--- src/rtl/core/cnv_pkg.sv ---
// Shared constants, types and state encodings for the 5x5 convolution block.
`default_nettype none
package cnv_pkg;

  localparam int MAX_WIDTH   = 32;
  localparam int KERNEL_SIZE = 5;
  localparam int KAREA       = KERNEL_SIZE * KERNEL_SIZE;
  localparam int LINES       = KERNEL_SIZE - 1;

  localparam int DATA_W      = 16;
  localparam int WIDTH_W     = 6;
  localparam int IDX_W       = 5;
  localparam int OUT_COORD_W = 5;
  localparam int COORD_W     = $clog2(MAX_WIDTH);
  localparam int TAP_W       = $clog2(KAREA);
  localparam int LINE_W      = LINES * DATA_W;
  localparam int PROD_W      = 2 * DATA_W;
  localparam int ACC_W       = PROD_W + $clog2(KAREA);
  localparam int SCALED_W    = ACC_W + DATA_W;
  localparam int FRAC_SHIFT  = 26;
  localparam int CFG_IDX_W   = 1;
  localparam int MAX_OUT_COORD = MAX_WIDTH - KERNEL_SIZE;

  localparam logic OP_WEIGHT = 1'b0;
  localparam logic OP_PIXEL  = 1'b1;

  localparam logic [CFG_IDX_W-1:0] CFG_FRAME_WIDTH  = 1'b0;
  localparam logic [CFG_IDX_W-1:0] CFG_OUTPUT_SCALE = 1'b1;

  localparam logic [WIDTH_W-1:0]       WIDTH_RESET = 6'd32;
  localparam logic signed [DATA_W-1:0] SCALE_RESET = 16'sd4096;

  typedef logic signed [DATA_W-1:0] pix_t;
  typedef pix_t [KAREA-1:0] window_t;
  typedef pix_t [KERNEL_SIZE-1:0] column_t;

  typedef enum logic [1:0] {
    ST_IDLE,
    ST_FETCH,
    ST_CALC
  } top_state_t;

  typedef enum logic [2:0] {
    MS_IDLE,
    MS_MUL,
    MS_TAIL,
    MS_SCALE,
    MS_ROUND
  } mac_state_t;

  typedef struct packed {
    logic                   emit;
    logic [OUT_COORD_W-1:0] row;
    logic [OUT_COORD_W-1:0] col;
    logic                   last;
  } win_info_t;

  typedef struct packed {
    logic             en;
    logic [IDX_W-1:0] idx;
    pix_t             value;
  } weight_wr_t;

endpackage
`default_nettype wire

--- src/rtl/core/cnv_ifs.sv ---
// Handshake channel interfaces: pixel/weight feed, result and configuration write.
`default_nettype none


interface cnv_result_if;
  logic                            valid;
  logic                            ready;
  cnv_pkg::pix_t                   conv_value;
  logic [cnv_pkg::OUT_COORD_W-1:0] out_row;
  logic [cnv_pkg::OUT_COORD_W-1:0] out_col;
  logic                            last_of_map;
  modport source (output valid, conv_value, out_row, out_col, last_of_map, input ready);
  modport sink (input valid, conv_value, out_row, out_col, last_of_map, output ready);
endinterface

`default_nettype wire

--- src/rtl/core/cnv_mac.sv ---
// Kernel weights, shared multiply-accumulate, scaling, rounding, saturation and result register.
`default_nettype none
module cnv_mac (
  input  wire logic                 clk,
  input  wire logic                 rst,
  input  wire cnv_pkg::weight_wr_t  wwr,
  input  wire logic                 start,
  input  wire cnv_pkg::win_info_t   info,
  input  wire cnv_pkg::window_t     window,
  input  wire cnv_pkg::pix_t        scale,
  output logic                      done,
  cnv_result_if.source              result
);

  cnv_pkg::mac_state_t                state;
  cnv_pkg::mac_state_t                state_next;
  cnv_pkg::pix_t [cnv_pkg::KAREA-1:0] kernel;
  logic [cnv_pkg::TAP_W-1:0]          k;
  logic signed [cnv_pkg::PROD_W-1:0]  prod;
  logic                               prod_vld;
  logic signed [cnv_pkg::ACC_W-1:0]   acc;
  logic signed [cnv_pkg::SCALED_W-1:0] scaled;
  logic signed [cnv_pkg::SCALED_W-1:0] rnd;
  logic signed [cnv_pkg::SCALED_W-1:0] shifted;
  logic [cnv_pkg::SCALED_W-cnv_pkg::DATA_W:0] hi_bits;
  cnv_pkg::pix_t                      sat;
  cnv_pkg::win_info_t                 tag;
  logic                               out_free;
  logic                               mul_en;
  logic                               scale_en;
  logic                               load_out;

  assign out_free = !result.valid || result.ready;

  always_comb begin
    state_next = state;
    unique case (state)
      cnv_pkg::MS_IDLE:  if (start) state_next = cnv_pkg::MS_MUL;
      cnv_pkg::MS_MUL:   if (k == cnv_pkg::TAP_W'(cnv_pkg::KAREA - 1)) begin
        state_next = cnv_pkg::MS_TAIL;
      end
      cnv_pkg::MS_TAIL:  state_next = cnv_pkg::MS_SCALE;
      cnv_pkg::MS_SCALE: state_next = cnv_pkg::MS_ROUND;
      cnv_pkg::MS_ROUND: if (out_free) state_next = cnv_pkg::MS_IDLE;
      default:           state_next = cnv_pkg::MS_IDLE;
    endcase
  end

  always_comb begin
    mul_en   = (state == cnv_pkg::MS_MUL);
    scale_en = (state == cnv_pkg::MS_SCALE);
    load_out = (state == cnv_pkg::MS_ROUND) && out_free;
    done     = load_out;
  end

  // round to nearest with ties upward, then saturate to Q8.8
  always_comb begin
    rnd     = scaled + (cnv_pkg::SCALED_W'(1) <<< (cnv_pkg::FRAC_SHIFT - 1));
    shifted = rnd >>> cnv_pkg::FRAC_SHIFT;
    hi_bits = shifted[cnv_pkg::SCALED_W-1:cnv_pkg::DATA_W-1];
    if ((&hi_bits) || !(|hi_bits)) begin
      sat = shifted[cnv_pkg::DATA_W-1:0];
    end else if (shifted[cnv_pkg::SCALED_W-1]) begin
      sat = {1'b1, {(cnv_pkg::DATA_W-1){1'b0}}};
    end else begin
      sat = {1'b0, {(cnv_pkg::DATA_W-1){1'b1}}};
    end
  end

  always_ff @(posedge clk) begin
    if (rst) begin
      state <= cnv_pkg::MS_IDLE;
    end else begin
      state <= state_next;
    end
  end

  always_ff @(posedge clk) begin
    if (rst) begin
      kernel <= '0;
    end else if (wwr.en && (wwr.idx < cnv_pkg::IDX_W'(cnv_pkg::KAREA))) begin
      kernel[wwr.idx] <= wwr.value;
    end
  end

  always_ff @(posedge clk) begin
    if (rst) begin
      k        <= '0;
      prod_vld <= 1'b0;
    end else begin
      prod_vld <= mul_en;
      if (start) begin
        k <= '0;
      end else if (mul_en) begin
        k <= k + 1'b1;
      end
    end
  end

  always_ff @(posedge clk) begin
    if (start) begin
      acc <= '0;
      tag <= info;
    end else if (prod_vld) begin
      acc <= acc + cnv_pkg::ACC_W'(prod);
    end
    if (mul_en) begin
      prod <= kernel[k] * window[k];
    end
    if (scale_en) begin
      scaled <= cnv_pkg::SCALED_W'(acc) * cnv_pkg::SCALED_W'(scale);
    end
  end

  always_ff @(posedge clk) begin
    if (rst) begin
      result.valid <= 1'b0;
    end else if (load_out) begin
      result.valid <= 1'b1;
    end else if (result.ready) begin
      result.valid <= 1'b0;
    end
  end

  always_ff @(posedge clk) begin
    if (load_out) begin
      result.conv_value  <= sat;
      result.out_row     <= tag.row;
      result.out_col     <= tag.col;
      result.last_of_map <= tag.last;
    end
  end

endmodule
`default_nettype wire

--- src/flat_wrapper.sv ---
// flat-port wrapper written by rule: the top's interface ports become plain ports
module cnv_mac_flat 
  (clk, rst, wwr, start, info, window, scale, done, result_valid, result_conv_value, result_out_row, result_out_col, result_last_of_map, result_ready);
  cnv_result_if result_i ();
  input  wire logic clk;
  input  wire logic rst;
  input  wire cnv_pkg::weight_wr_t wwr;
  input  wire logic start;
  input  wire cnv_pkg::win_info_t info;
  input  wire cnv_pkg::window_t window;
  input  wire cnv_pkg::pix_t scale;
  output logic done;
  output wire logic [$bits(result_i.valid)-1:0] result_valid;
  output wire logic [$bits(result_i.conv_value)-1:0] result_conv_value;
  output wire logic [$bits(result_i.out_row)-1:0] result_out_row;
  output wire logic [$bits(result_i.out_col)-1:0] result_out_col;
  output wire logic [$bits(result_i.last_of_map)-1:0] result_last_of_map;
  input wire logic [$bits(result_i.ready)-1:0] result_ready;
  assign result_valid = result_i.valid;
  assign result_conv_value = result_i.conv_value;
  assign result_out_row = result_i.out_row;
  assign result_out_col = result_i.out_col;
  assign result_last_of_map = result_i.last_of_map;
  assign result_i.ready = result_ready;
  cnv_mac u_core (.clk(clk), .rst(rst), .wwr(wwr), .start(start), .info(info), .window(window), .scale(scale), .done(done), .result(result_i));
endmodule
--- config.mk ---
export PLATFORM = sky130hd
export DESIGN_NAME = cnv_mac_flat
export DESIGN_NICKNAME = d
export VERILOG_FILES = /design/src/rtl/core/cnv_pkg.sv /design/src/rtl/core/cnv_ifs.sv /design/src/rtl/core/cnv_mac.sv /design/src/flat_wrapper.sv
export SDC_FILE = /design/constraint.sdc
export NUM_CORES = 2
export LEC_CHECK = 0
export ABC_AREA = 1
export BUFFER_PORTS_ARGS = -buffer_cell sky130_fd_sc_hd__buf_2
export CAP_MARGIN = 20
export CELL_PAD_IN_SITES_DETAIL_PLACEMENT = 1
export CELL_PAD_IN_SITES_GLOBAL_PLACEMENT = 1
export CORE_UTILIZATION = 35
export DETAILED_ROUTE_END_ITERATION = 7
export PLACE_DENSITY_LB_ADDON = 0.12
export SYNTH_ARGS = -nofsm -noshare
export SYNTH_HDL_FRONTEND = slang
export SYNTH_SLANG_ARGS = --single-unit
--- constraint.sdc ---
create_clock -name clk -period 15.3 [get_ports clk]
set_input_delay 2.295 -clock clk [delete_from_list [all_inputs] [get_ports clk]]
set_output_delay 2.295 -clock clk [all_outputs]
set_load 0.005 [all_outputs]
==> impl_metrics.json <==
{
  "grt_max_degree": 112,
  "power.leakage_nw": 30.8,
  "place_ws_ns": 4.93,
  "final_net_count": 10000,
  "multi_input_area_sq_um": 41100,
  "post_cts_resized": 0,
  "rr_endpoint": "u_core.prod[27]$_DFFE_PP_",
  "power_mw": 12.7,
  "fillCellCount": 21500,
  "p_switching_mw": 6.87,
  "drt_drc_violations_left": 0,
  "start_kind": "register",
  "wirelength_um": 238000,
  "rrSetupSlack_ns": 4.89,
  "slew_headroom_pct": 17.9,
  "swShare_pct": 53.9,
  "crit_top_cell": "fa_1",
  "synth-edff-count": 98,
  "vias_per_cell": 5.09,
  "met3_usage_pct": 2.84,
  "worstPathArrival_ns": 10.83,
  "timing.final.crit_share_pct": 68.0,
  "crit_fanout": 56,
  "floorplan.rows": 152,
  "power_frac_comb_pct": 71.9,
  "synth_top_area_share_pct": 27.1,
  "grt_pass1_vias": 60500,
  "layout_setup_ws_ns": 4.89,
  "yosysSeqAreaShare_pct": 19.7,
  "cts_inserted_buffers": 69,
  "timing.fmax_ghz": 0.0961,
  "cts_hold_buf": 0,
  "fp.coreArea_sq_um": 172000,
  "yosysWarnings": 0,
  "clk_pin_slew_ns": 0.06,
  "avgSynthCellArea_sq_um": 7.27,
  "syn-cell-area_sq_um": 60500,
  "layout_commonest_cell": "nand2_1",
  "clockBufferDepth": 3,
  "use_met2_pct": 49.8,
  "maxCapViolCount": 0,
  "gp_congestion": 0.934,
  "outcome": "complete, no violations",
  "io_buffers": 481,
  "finalCriticalPeriod_ns": 10.41,
  "die_w_um": 418,
  "clockRootBuffer": "clkbuf_16",
  "drtPass1Iterations": 5,
  "area_growth_pct": 10.7,
  "cts_tree": "done",
  "startpoint": "u_core.k[0]$_SDFFE_PP0P_",
  "grtUsageTotal_pct": 27.4,
  "slowest_stage": "fa_1",
  "start_util_pct": 35.3,
  "io_pins": 483,
  "p_clk_share_pct": 13.4,
  "grt.overflow.total": 0,
  "required_ns": 15.72,
  "synth_largest_area_cell": "fa_1",
  "crit_family": "adder cells",
  "hold_viol": 0,
  "synth-seq-cells": 545,
  "antenna_found_initial": 16,
  "drtIter0Drc": 2655,
  "drv_slew": 0,
  "cp.depth": 26,
  "finalNonFillerCells": 10900,
  "die_h_um": 418,
  "dp_hpwl_um": 182000,
  "critPathMaxStageDelay_ns": 0.89,
  "drive_above_1_share_pct": 9.49,
  "dp.cells": 10700,
  "post-cts-setup-buffer-count": 0,
  "finClkSkew_ns": 0.0599,
  "use_met1_pct": 33.2,
  "r2r_cells": 26,
  "hp-class": "register to register",
  "synthDistinctLibCells": 58,
  "endpoint_kind": "register",
  "worstSetupPathType": "register to register",
  "grt.busiest_layer": "met2",
  "clock_latency_ns": 0.69,
  "dieArea_sq_um": 174000,
  "grt_first_pass_wirelength_um": 366000,
  "worstMarginPinSlew_ns": 1.23,
  "cts_htree_levels": 3,
  "synthArstFlopShare_pct": 0,
  "drtAntennaViolNets": 0,
  "p_seq_share_pct": 14.6,
  "wl_per_cell_um": 21.9,
  "setup_tns_ns": 0,
  "power_density_nw_per_um2": 190,
  "peakVddDrop_v": 0.000182,
  "vias": 55400,
  "ys.flop_type": "dfxtp_1",
  "crit_end": "u_core.prod[27]$_DFFE_PP_",
  "syn-num-nets": 9827,
  "intPower_mw": 5.87,
  "setup_viol": 0,
  "netlist_instances": 8313,
  "rsz0062_at_grt": "no",
  "min_path_cells": 0,
  "worst-path-buf-inv": 7,
  "regArea_sq_um": 11900,
  "cts_sinks": 545,
  "timing.rr.start": "u_core.k[0]$_SDFFE_PP0P_",
  "final_cell_mix": "nand2_1, inv_1, fa_1",
  "ys_top_cells_by_area": "fa_1, dfxtp_1, nand2_1"
}
[metrics by stage]
| step | util [%] | cell area, sq um | hold slack [ns] |
|---|---|---|---|
| after floorplan | - | 60500 | 0.400 |
| after global placement | 37.6 | 64600 | 0.400 |
| after detailed placement | 37.6 | 64600 | 0.406 |
| after CTS | 39.0 | 67000 | 0.419 |
| after global routing | 39.0 | 67000 | 0.421 |
| final | 39.0 | 67000 | 0.416 |
[logic make-up after synthesis]
logic type                 count (synthesis)  synth area share [%]
muxes                                      6                0.0993
adders and majority gates               1060                  32.1
and+or+nand+nor                         3377                  22.2
xor gates and xnor gates                  91                  1.33
buffers and inverters                   1910                  12.4
DFF                                      545                  19.7
AOI/OAI and AO/OA                       1324                  12.2
[cells in the mapped netlist, types with 3 or more instances]
cell type,n
nor4_1,5
edfxtp_1,98
nand2_1,2205
buf_6,6
nor2_2,21
nand2_2,18
a21oi_1,612
buf_2,114
inv_1,1400
o221ai_1,96
xnor2_1,37
a211oi_1,3
o21ai_1,3
nor2_1,796
clkbuf_1,262
a21boi_0,5
o21ai_0,425
a31oi_1,15
dfxtp_1,447
ha_1,242
clkinv_1,3
buf_4,31
nand4_1,24
o21bai_1,24
inv_2,32
nor2_8,6
xor2_1,53
o211ai_1,42
or2_2,7
clkbuf_2,10
nor3_1,57
fa_1,818
buf_1,50
mux2i_1,6
nor2_4,7
o21a_1,6
nand3_1,214
nand3_2,4
a21o_1,18
o22ai_1,68
[worst min-delay path by stage]
stage	start	endpoint	slack [ns]
2_1_floorplan	u_core.tag[0]$_DFFE_PP_	u_core.result.last_of_map$_DFFE_PP_	0.40
3_3_place_gp	u_core.tag[4]$_DFFE_PP_	u_core.result.out_col[3]$_DFFE_PP_	0.40
3_5_place_dp	u_core.tag[2]$_DFFE_PP_	u_core.result.out_col[1]$_DFFE_PP_	0.41
4_1_cts	u_core.tag[2]$_DFFE_PP_	u_core.result.out_col[1]$_DFFE_PP_	0.42
5_1_grt	u_core.tag[9]$_DFFE_PP_	u_core.result.out_row[3]$_DFFE_PP_	0.42
6_report	u_core.tag[2]$_DFFE_PP_	u_core.result.out_col[1]$_DFFE_PP_	0.42
[power by group through the flow]
stage	Clock [mW]	Sequential (mW)	Combinational [mW]
CTS	1.76	1.86	9.32
detailed placement	0	1.90	9.27
global route	1.81	1.87	10.4
finish	1.71	1.86	9.16
global placement	0	1.89	9.08
floorplan	0	1.84	6.18
[area by class of cell]
type	instances	area share, %
sequential	545	17.8
multi-input combinational	5858	61.4
timing repair buffer	589	4.86
clock inverter	31	0.663
inverter	1437	8.08
clock buffer	96	2.90
tap	2310	4.32
antenna	8	0.0299
[per-layer routing]
metal | vias to the layer above | wire (um) | part of all wire (%)
li1 | 25900 | - | -
met1 | 28000 | 99100 | 42
met2 | 1173 | 120000 | 51
met3 | 298 | 8720 | 3.7
met4 | 4 | 9910 | 4.2
met5 | - | 28 | 0.012
[registers in the layout, summed over array words and instances, names as in the netlist, 3 cells and up]
register	count
u_core.kernel	400
u_core.acc	37
u_core.prod	32
u_core.scaled	28
u_core.result.conv_value	16
u_core.tag	11
u_core.k	5
u_core.result.out_col	5
u_core.result.out_row	5
u_core.state	3
Note: power is estimated with default switching activity, not from simulation.
